===== src/sv/pdc_pkg.sv =====
package pdc_pkg;

    localparam int unsigned SQ_DIM    = 5;
    localparam int unsigned CODE_W    = 5;
    localparam int unsigned ROW_W     = SQ_DIM * CODE_W;
    localparam int unsigned IDX_W     = 3;

    localparam logic [CODE_W-1:0] CODE_I   = 5'd8;
    localparam logic [CODE_W-1:0] CODE_J   = 5'd9;
    localparam logic [CODE_W-1:0] CODE_MAX = 5'd25;

    localparam logic [IDX_W-1:0] IDX_FIRST = 3'd0;
    localparam logic [IDX_W-1:0] IDX_LAST  = 3'd4;

    typedef logic [CODE_W-1:0] letter_t;
    typedef logic [ROW_W-1:0]  row_t;
    typedef logic [IDX_W-1:0]  idx_t;

    // Per-row search result of one lane
    typedef struct packed {
        logic hit_a;
        idx_t col_a;
        logic hit_b;
        idx_t col_b;
    } lane_hit_t;

    // Register indexes on the configuration port
    typedef enum logic [2:0] {
        REG_ROW_A = 3'd0,
        REG_ROW_B = 3'd1,
        REG_ROW_C = 3'd2,
        REG_ROW_D = 3'd3,
        REG_ROW_E = 3'd4
    } reg_idx_t;

    // Letter code stored in the given column of a row
    function automatic letter_t cell_of(input row_t row, input idx_t col);
        letter_t res;
        res = '0;
        case (col)
            3'd0:    res = row[0*CODE_W +: CODE_W];
            3'd1:    res = row[1*CODE_W +: CODE_W];
            3'd2:    res = row[2*CODE_W +: CODE_W];
            3'd3:    res = row[3*CODE_W +: CODE_W];
            3'd4:    res = row[4*CODE_W +: CODE_W];
            default: res = '0;
        endcase
        return res;
    endfunction

    // Move one place forward (encrypt) or back (decrypt), wrapping at the edge
    function automatic idx_t step_idx(input idx_t idx, input logic decrypt);
        idx_t res;
        if (decrypt) begin
            res = (idx == IDX_FIRST) ? IDX_LAST : idx - 3'd1;
        end else begin
            res = (idx == IDX_LAST) ? IDX_FIRST : idx + 3'd1;
        end
        return res;
    endfunction

endpackage


===== src/sv/pdc_row_lane.sv =====
module pdc_row_lane
    import pdc_pkg::*;
(
    input  row_t      row,
    input  letter_t   letter_a,
    input  letter_t   letter_b,
    output lane_hit_t hit
);

    letter_t key_a;
    letter_t key_b;
    logic    ok_a;
    logic    ok_b;

    // Look J up as I; codes above Z never match
    always_comb begin
        key_a = (letter_a == CODE_J) ? CODE_I : letter_a;
        key_b = (letter_b == CODE_J) ? CODE_I : letter_b;
        ok_a  = (key_a <= CODE_MAX);
        ok_b  = (key_b <= CODE_MAX);
    end

    // Search the row, keeping the last matching column
    always_comb begin
        hit = '0;
        for (int c = 0; c < SQ_DIM; c++) begin
            if (ok_a && (cell_of(row, idx_t'(c)) == key_a)) begin
                hit.hit_a = 1'b1;
                hit.col_a = idx_t'(c);
            end
            if (ok_b && (cell_of(row, idx_t'(c)) == key_b)) begin
                hit.hit_b = 1'b1;
                hit.col_b = idx_t'(c);
            end
        end
    end

endmodule


===== src/sv/pdc_merge.sv =====
module pdc_merge
    import pdc_pkg::*;
(
    input  row_t      rows [SQ_DIM],
    input  lane_hit_t hits [SQ_DIM],
    input  logic      decrypt,
    output letter_t   out_first,
    output letter_t   out_second,
    output logic      letter_missing
);

    logic found_a;
    logic found_b;
    idx_t row_a;
    idx_t col_a;
    idx_t row_b;
    idx_t col_b;

    // Pick the last row whose lane reports a match
    always_comb begin
        found_a = 1'b0;
        found_b = 1'b0;
        row_a   = '0;
        col_a   = '0;
        row_b   = '0;
        col_b   = '0;
        for (int r = 0; r < SQ_DIM; r++) begin
            if (hits[r].hit_a) begin
                found_a = 1'b1;
                row_a   = idx_t'(r);
                col_a   = hits[r].col_a;
            end
            if (hits[r].hit_b) begin
                found_b = 1'b1;
                row_b   = idx_t'(r);
                col_b   = hits[r].col_b;
            end
        end
    end

    // Apply the row, column or rectangle rule, or flag a missing letter
    always_comb begin
        out_first      = '0;
        out_second     = '0;
        letter_missing = 1'b0;
        if (!(found_a && found_b)) begin
            letter_missing = 1'b1;
        end else if (row_a == row_b) begin
            out_first  = cell_of(rows[row_a], step_idx(col_a, decrypt));
            out_second = cell_of(rows[row_b], step_idx(col_b, decrypt));
        end else if (col_a == col_b) begin
            out_first  = cell_of(rows[step_idx(row_a, decrypt)], col_a);
            out_second = cell_of(rows[step_idx(row_b, decrypt)], col_b);
        end else begin
            out_first  = cell_of(rows[row_a], col_b);
            out_second = cell_of(rows[row_b], col_a);
        end
    end

endmodule


===== src/sv/playfair_digram_cipher.sv =====
// Playfair digram cipher over a 5x5 key square held in five row registers.
//
// Input stream: s_tdata carries two letter codes (A=0 .. Z=25), s_tuser
// selects encrypt (0) or decrypt (1). Output stream: m_tdata carries the two
// transformed letters, m_tuser flags a letter that is not in the square, in
// which case both letters read as zero. J is looked up as I.
// Key square rows are written over the APB port at byte addresses 0, 4, 8,
// 12 and 16, five 5-bit codes each, column 0 in the low bits; only write
// them while no word is in flight.
// Throughput: one digram per cycle while the receiver does not stall. The row
// lanes' register takes the word at the accepting edge; the output register
// then takes the merged result and presents it with m_tvalid.
// Five row lanes search their rows in parallel; the merge stage picks the
// matching rows and applies the shift or corner swap.
// Reset clears the square to all zeros and empties the pipeline. When the
// receiver stalls, the pipeline holds and s_tready falls once both stages
// are full; no word is dropped.
module playfair_digram_cipher
    import pdc_pkg::*;
(
    input  logic        aclk,
    input  logic        aresetn,
    // slave stream
    input  logic        s_tvalid,
    output logic        s_tready,
    input  logic [15:0] s_tdata,   // [4:0] first_letter, [9:5] second_letter, [15:10] zero
    input  logic        s_tuser,   // [0] action
    // master stream
    output logic        m_tvalid,
    input  logic        m_tready,
    output logic [15:0] m_tdata,   // [4:0] out_first, [9:5] out_second, [15:10] zero
    output logic        m_tuser,   // [0] letter_missing
    // configuration
    input  logic        psel,
    input  logic        penable,
    input  logic        pwrite,
    input  logic [4:0]  paddr,
    input  logic [31:0] pwdata,
    output logic [31:0] prdata,
    output logic        pready
);

    row_t      rows_reg [SQ_DIM];
    lane_hit_t hits_comb [SQ_DIM];
    lane_hit_t hits_reg [SQ_DIM];
    logic      act_reg;
    logic      s1_valid_reg;
    logic      s1_valid_next;
    logic      m_valid_reg;
    logic      m_valid_next;
    letter_t   first_comb;
    letter_t   second_comb;
    logic      missing_comb;
    letter_t   first_reg;
    letter_t   second_reg;
    logic      missing_reg;
    logic      adv_out;
    logic      adv_s1;
    logic      cfg_wr;
    reg_idx_t  cfg_idx;

    // Configuration registers
    assign pready  = 1'b1;
    assign cfg_wr  = psel && penable && pwrite;
    assign cfg_idx = reg_idx_t'(paddr[4:2]);

    always_ff @(posedge aclk) begin
        if (!aresetn) begin
            for (int i = 0; i < SQ_DIM; i++) begin
                rows_reg[i] <= '0;
            end
        end else if (cfg_wr) begin
            unique case (cfg_idx)
                REG_ROW_A: rows_reg[0] <= pwdata[ROW_W-1:0];
                REG_ROW_B: rows_reg[1] <= pwdata[ROW_W-1:0];
                REG_ROW_C: rows_reg[2] <= pwdata[ROW_W-1:0];
                REG_ROW_D: rows_reg[3] <= pwdata[ROW_W-1:0];
                REG_ROW_E: rows_reg[4] <= pwdata[ROW_W-1:0];
                default: ;
            endcase
        end
    end

    // Read back
    always_comb begin
        prdata = '0;
        unique case (cfg_idx)
            REG_ROW_A: prdata = {7'd0, rows_reg[0]};
            REG_ROW_B: prdata = {7'd0, rows_reg[1]};
            REG_ROW_C: prdata = {7'd0, rows_reg[2]};
            REG_ROW_D: prdata = {7'd0, rows_reg[3]};
            REG_ROW_E: prdata = {7'd0, rows_reg[4]};
            default:   prdata = '0;
        endcase
    end

    // Pipeline flow: advance a stage when the one after it can take a word
    assign adv_out  = !m_valid_reg || m_tready;
    assign adv_s1   = !s1_valid_reg || adv_out;
    assign s_tready = adv_s1;

    assign s1_valid_next = adv_s1 ? s_tvalid : s1_valid_reg;
    assign m_valid_next  = adv_out ? s1_valid_reg : m_valid_reg;

    always_ff @(posedge aclk) begin
        if (!aresetn) begin
            s1_valid_reg <= 1'b0;
            m_valid_reg  <= 1'b0;
        end else begin
            s1_valid_reg <= s1_valid_next;
            m_valid_reg  <= m_valid_next;
        end
    end

    // Row lanes
    for (genvar g = 0; g < SQ_DIM; g++) begin : g_lane
        pdc_row_lane u_lane (
            .row      (rows_reg[g]),
            .letter_a (s_tdata[4:0]),
            .letter_b (s_tdata[9:5]),
            .hit      (hits_comb[g])
        );
    end

    // Hold lane results for the merge stage
    always_ff @(posedge aclk) begin
        if (adv_s1) begin
            hits_reg <= hits_comb;
            act_reg  <= s_tuser;
        end
    end

    pdc_merge u_merge (
        .rows           (rows_reg),
        .hits           (hits_reg),
        .decrypt        (act_reg),
        .out_first      (first_comb),
        .out_second     (second_comb),
        .letter_missing (missing_comb)
    );

    // Output register
    always_ff @(posedge aclk) begin
        if (adv_out) begin
            first_reg   <= first_comb;
            second_reg  <= second_comb;
            missing_reg <= missing_comb;
        end
    end

    assign m_tvalid = m_valid_reg;
    assign m_tdata  = {6'd0, second_reg, first_reg};
    assign m_tuser  = missing_reg;

endmodule


===== config.mk =====
export PLATFORM = sky130hd
export DESIGN_NAME = playfair_digram_cipher
export DESIGN_NICKNAME = d
export VERILOG_FILES = /design/src/sv/pdc_pkg.sv /design/src/sv/pdc_row_lane.sv /design/src/sv/pdc_merge.sv /design/src/sv/playfair_digram_cipher.sv
export SDC_FILE = /design/constraint.sdc
export NUM_CORES = 1
export LEC_CHECK = 0
export ABC_AREA = 1
export BUFFER_PORTS_ARGS = -buffer_cell sky130_fd_sc_hd__clkbuf_2
export CAP_MARGIN = 0
export CORE_UTILIZATION = 45
export CTS_CLUSTER_DIAMETER = 120
export DETAILED_ROUTE_END_ITERATION = 10
export PLACE_DENSITY = 0.69
export SYNTH_ARGS = -nofsm -noshare
export SYNTH_HDL_FRONTEND = slang
export SYNTH_SLANG_ARGS = --single-unit

===== constraint.sdc =====
create_clock -name aclk -period 4.2 [get_ports aclk]
set_clock_uncertainty 0.1 [all_clocks]
set_input_delay 0.42 -clock aclk [delete_from_list [all_inputs] [get_ports aclk]]
set_output_delay 0.42 -clock aclk [all_outputs]
set_load 0.01 [all_outputs]

==> results_tabular.tex <==
\begin{tabular}{lr}
\hline
Metric & Value \\
\hline
\multicolumn{2}{l}{\textbf{Run status}} \\
\quad Run status & completed \\
\multicolumn{2}{l}{\textbf{Die}} \\
\quad DIE AREA & 38700 um\^{}2 \\
\quad Number of top-level pins & 113 \\
\quad Die outline width & 197 um \\
\quad Core area & 37000 um\^{}2 \\
\quad Number of placement rows & 70 \\
\quad Effective utilization at floorplan & 46.2\% \\
\quad Die span in y & 197 um \\
\multicolumn{2}{l}{\textbf{CTS}} \\
\quad Clock tree from TritonCTS & yes \\
\quad Post-CTS Hold Buffers & 0 \\
\quad Clock Tree Buf Depth & 2 \\
\quad CTS resizes & 0 \\
\quad Setup bufs post-CTS & 0 \\
\quad Cell at the root of the clock tree & sky130\_fd\_sc\_hd\_\_clkbuf\_16 \\
\quad Clock transition at the registers of the reported paths & 0.08 ns \\
\quad H-tree depth & 4 \\
\quad Clk Latency, worst-skew pair & 0.49 ns \\
\quad Num CTS Buffers & 17 \\
\quad Number of sinks on the clock net & 179 \\
\multicolumn{2}{l}{\textbf{Cells and area}} \\
\quad Synth-to-Final Area Change & 8.80\% \\
\quad Flip-flop count of the largest register after layout & 125 \\
\quad Final cell area excluding filler cells & 18600 um\^{}2 \\
\quad Share of final-layout standard cells stronger than drive strength 1 & 10.1\% \\
\quad Number of nets at the end of the flow & 2776 \\
\multicolumn{2}{l}{\textbf{Setup path}} \\
\quad Crit Path Class & register to register \\
\quad Required time worst endpoint & 4.34 ns \\
\quad Critical Path Start Type & register \\
\quad Critical path fanouts, max & 18 \\
\quad WP data arrival & 3.94 ns \\
\quad Setup crit end kind & register \\
\multicolumn{2}{l}{\textbf{Yosys}} \\
\quad Flip-flop and latch count after synthesis & 179 \\
\quad Cell area after synthesis & 17100 um\^{}2 \\
\quad Post-synthesis simple-gate area fraction & 32.8\% \\
\quad Area share of fa/ha/maj cells after synthesis & 0.879\% \\
\quad Complex-gate fraction of the synthesized area & 17.7\% \\
\quad Async SR Flop Fraction & 0\% \\
\quad Synthesized netlist cell count & 2712 \\
\quad Count of yosys warnings during synthesis & 0 \\
\quad Synthesized area per cell & 6.30 um\^{}2 \\
\quad Xor/xnor share of the synthesized area & 13.0\% \\
\quad Multiplexer share of the synthesized area & 0\% \\
\quad Register area share after synthesis & 24.0\% \\
\quad Most used flip-flop cell after synthesis & sky130\_fd\_sc\_hd\_\_dfxtp\_1 \\
\quad Count of flip-flops with a built-in enable after synthesis & 52 \\
\quad Dominant combinational cell family by area after synthesis & simple AND/OR/NAND/NOR gates \\
\quad Number of different library cells in the post-synthesis netlist & 46 \\
\multicolumn{2}{l}{\textbf{Power and ir drop}} \\
\quad Switching power total & 3.34 mW \\
\quad Worst VDD drop & 382 uV \\
\quad Sw frac & 48.5\% \\
\quad Overall power consumption & 6.89 mW \\
\quad Sequential group share of total power & 27.7\% \\
\quad Proportion of power drawn by the clock network & 25.2\% \\
\quad Power density of the placed cells & 371 nW/um\^{}2 \\
\quad Int Power & 3.55 mW \\
\quad LEAKAGE & 8.06 nW \\
\quad Combinational share of power & 47.1\% \\
\multicolumn{2}{l}{\textbf{Timing}} \\
\quad Worst hold margin & 0.0131 ns \\
\quad Total negative slack & 0 ns \\
\quad Min Tclk post-route & 3.80 ns \\
\quad Final setup violation count & 0 \\
\quad Final-report max-slew violation count & 0 \\
\quad Maximum operating frequency & 0.263 GHz \\
\quad Relative slew slack & 7.29\% \\
\quad Actual transition at the worst max-transition pin & 1.38 ns \\
\quad Setup repair after global routing missed its margin & no \\
\quad Fin crit share & 90.5\% \\
\quad Endpoints failing hold & 0 \\
\multicolumn{2}{l}{\textbf{Route}} \\
\quad Routed length on met2 & 38100 um \\
\quad DRC errors left & 0 \\
\quad Total wire length & 95100 um \\
\quad Number of nets with antenna violations after routing & 0 \\
\quad Mean number of vias per cell & 6.43 \\
\quad DRT met1 WL & 35000 um \\
\quad Routed wl met3 & 14600 um \\
\quad Vias & 20700 \\
\quad Drt pass-1 iters & 9 \\
\quad Top metal layer carrying routed signals & met5 \\
\quad Post-DR wirelength/cell & 29.5 um \\
\quad DRC marker count from the first detailed-route iteration & 3111 \\
\multicolumn{2}{l}{\textbf{Placed design}} \\
\quad Total placed instance area & 18000 um\^{}2 \\
\quad Number of buffer cells added on primary ports & 83 \\
\quad Post-DP HPWL & 70200 um \\
\quad Weighted congestion at the end of routability-driven global placement & 1.15 \\
\multicolumn{2}{l}{\textbf{Global routing}} \\
\quad Antenna violations before repair & 9 \\
\quad Global-route usage over all layers & 49.2\% \\
\quad Vias in the first global route & 18900 \\
\quad Pin count of the biggest net entering global routing & 116 \\
\quad Wire length of the first global-routing pass & 136000 um \\
\quad Total gr overflow & 0 \\
\multicolumn{2}{l}{\textbf{Flow run}} \\
\quad Number of max-cap violations & 0 \\
\multicolumn{2}{l}{\textbf{Worst hold path}} \\
\quad Path class of the lowest-slack min-delay path & input port to register \\
\hline
\end{tabular}
==> routing by layer <==
| metal | global-route usage (%) | vias up |
|---|---|---|
| li1 | - | 9031 |
| met1 | 62.1 | 9604 |
| met2 | 70.1 | 1676 |
| met3 | 17.8 | 400 |
| met4 | 32.2 | 6 |
| met5 | 0 | - |
==> metrics by stage <==
| stage | utilization [%] | std cells | worst slack (ns) |
|---|---|---|---|
| after detailed placement | 48.6 | 3188 | 0.545 |
| after global placement | 48.6 | 3188 | 0.596 |
| after CTS | 50.2 | 3219 | 0.521 |
| after floorplan | - | 2724 | 1.22 |
| after global routing | 50.3 | 3222 | 0.253 |
| final | 50.3 | 3224 | 0.397 |
==> layout make-up <==
class | instances | area (um^2)
diodes | 5 | 12.5
clock buffers | 17 | 425
clock inverters | 14 | 164
fillers | 3831 | 18400
inverters | 233 | 875
multi-input cells | 2084 | 11100
flip-flops and latches | 179 | 4100
well taps | 504 | 631
repair buffers | 188 | 1290
==> cell usage after synthesis (31+ instances only) <==
master / count / area, um^2
sky130_fd_sc_hd__o21ai_1: 31 / 155
sky130_fd_sc_hd__nor4_1: 42 / 263
sky130_fd_sc_hd__buf_2: 65 / 325
sky130_fd_sc_hd__xor2_1: 183 / 1600
sky130_fd_sc_hd__nor3_1: 31 / 155
sky130_fd_sc_hd__dfxtp_1: 127 / 2540
sky130_fd_sc_hd__nand2_1: 608 / 2280
sky130_fd_sc_hd__clkbuf_1: 114 / 428
sky130_fd_sc_hd__inv_1: 197 / 739
sky130_fd_sc_hd__o211ai_1: 54 / 405
sky130_fd_sc_hd__xnor2_1: 71 / 622
sky130_fd_sc_hd__nor2_1: 135 / 507
sky130_fd_sc_hd__edfxtp_1: 52 / 1560
sky130_fd_sc_hd__a21oi_1: 191 / 956
sky130_fd_sc_hd__o21ai_0: 180 / 901
sky130_fd_sc_hd__nand3_1: 400 / 2000
==> power groups by stage <==
stage | registers, mW | logic (mW) | clock network (mW)
floorplan | 1.93 | 1.87 | 0
global placement | 1.94 | 3.05 | 0
detailed placement | 1.95 | 3.06 | 0
CTS | 1.91 | 3.07 | 1.72
global route | 1.92 | 3.37 | 1.77
finish | 1.91 | 3.25 | 1.74
==> cell usage in the layout, fill, tap and decap left out, types with 6 or more instances in the layout <==
cell,n
sky130_fd_sc_hd__dfxtp_1,127
sky130_fd_sc_hd__nand2_1,608
sky130_fd_sc_hd__nand2_2,8
sky130_fd_sc_hd__a221oi_1,10
sky130_fd_sc_hd__o211ai_1,54
sky130_fd_sc_hd__o31ai_1,11
sky130_fd_sc_hd__o21ai_1,31
sky130_fd_sc_hd__inv_2,24
sky130_fd_sc_hd__buf_4,98
sky130_fd_sc_hd__xnor2_1,71
sky130_fd_sc_hd__nor2_1,134
sky130_fd_sc_hd__o221ai_1,14
sky130_fd_sc_hd__edfxtp_1,52
sky130_fd_sc_hd__clkbuf_16,17
sky130_fd_sc_hd__ha_1,12
sky130_fd_sc_hd__clkbuf_2,82
sky130_fd_sc_hd__clkinv_1,13
sky130_fd_sc_hd__nor2_2,7
sky130_fd_sc_hd__nand3b_1,6
sky130_fd_sc_hd__a21oi_1,191
sky130_fd_sc_hd__conb_1,14
sky130_fd_sc_hd__inv_1,196
sky130_fd_sc_hd__nor3_1,31
sky130_fd_sc_hd__nand4_1,26
sky130_fd_sc_hd__buf_12,7
sky130_fd_sc_hd__xor2_1,183
sky130_fd_sc_hd__nor4_1,41
sky130_fd_sc_hd__o21ai_0,180
sky130_fd_sc_hd__o22ai_1,24
sky130_fd_sc_hd__nand3_1,399
==> critical path, cell delays in order (launching register included) <==
cell                       delay (ns)
sky130_fd_sc_hd__edfxtp_1        0.51
sky130_fd_sc_hd__inv_2           0.13
sky130_fd_sc_hd__nand2_1         0.11
sky130_fd_sc_hd__nand2_4         0.28
sky130_fd_sc_hd__nand2_4         0.09
sky130_fd_sc_hd__ha_1            0.20
sky130_fd_sc_hd__nand2_1         0.08
sky130_fd_sc_hd__nor2_2          0.07
sky130_fd_sc_hd__nor2_2          0.22
sky130_fd_sc_hd__nand2_4         0.22
sky130_fd_sc_hd__inv_2           0.42
sky130_fd_sc_hd__nand2_1         0.10
sky130_fd_sc_hd__nand3_1         0.08
sky130_fd_sc_hd__nand3_1         0.15
sky130_fd_sc_hd__nand3_1         0.11
sky130_fd_sc_hd__nand2_1         0.21
sky130_fd_sc_hd__o21ai_1         0.22
sky130_fd_sc_hd__nand2_1         0.08
sky130_fd_sc_hd__nand2_1         0.06
sky130_fd_sc_hd__a21oi_1         0.08
==> logic make-up (layout without fill, tap and decap cells) <==
family                     count (synthesis)  after routing
AOI/OAI and AO/OA                        532            532
xor gates and xnor gates                 254            254
adders and majority gates                 12             12
buffers and inverters                    461            452
DFF                                      179            179
other                                      2             19
and+or+nand+nor                         1272           1272
==> final timing paths <==
path | start | to | slack [ns] | cells past startpoint
setup / recovery | hits_reg[19]$_SDFFCE_PP1P_ | second_reg[1]$_SDFFCE_PN0P_ | 0.40 | 19
hold reg to reg | s1_valid_reg$_SDFFE_PN0P_ | m_tvalid$_SDFFE_PN0P_ | 0.38 | 2
hold / removal | s_tuser | act_reg$_DFFE_PP_ | 0.01 | 1
setup reg to reg | hits_reg[19]$_SDFFCE_PP1P_ | second_reg[1]$_SDFFCE_PN0P_ | 0.40 | 19
Power figures use the tool's default switching activity.
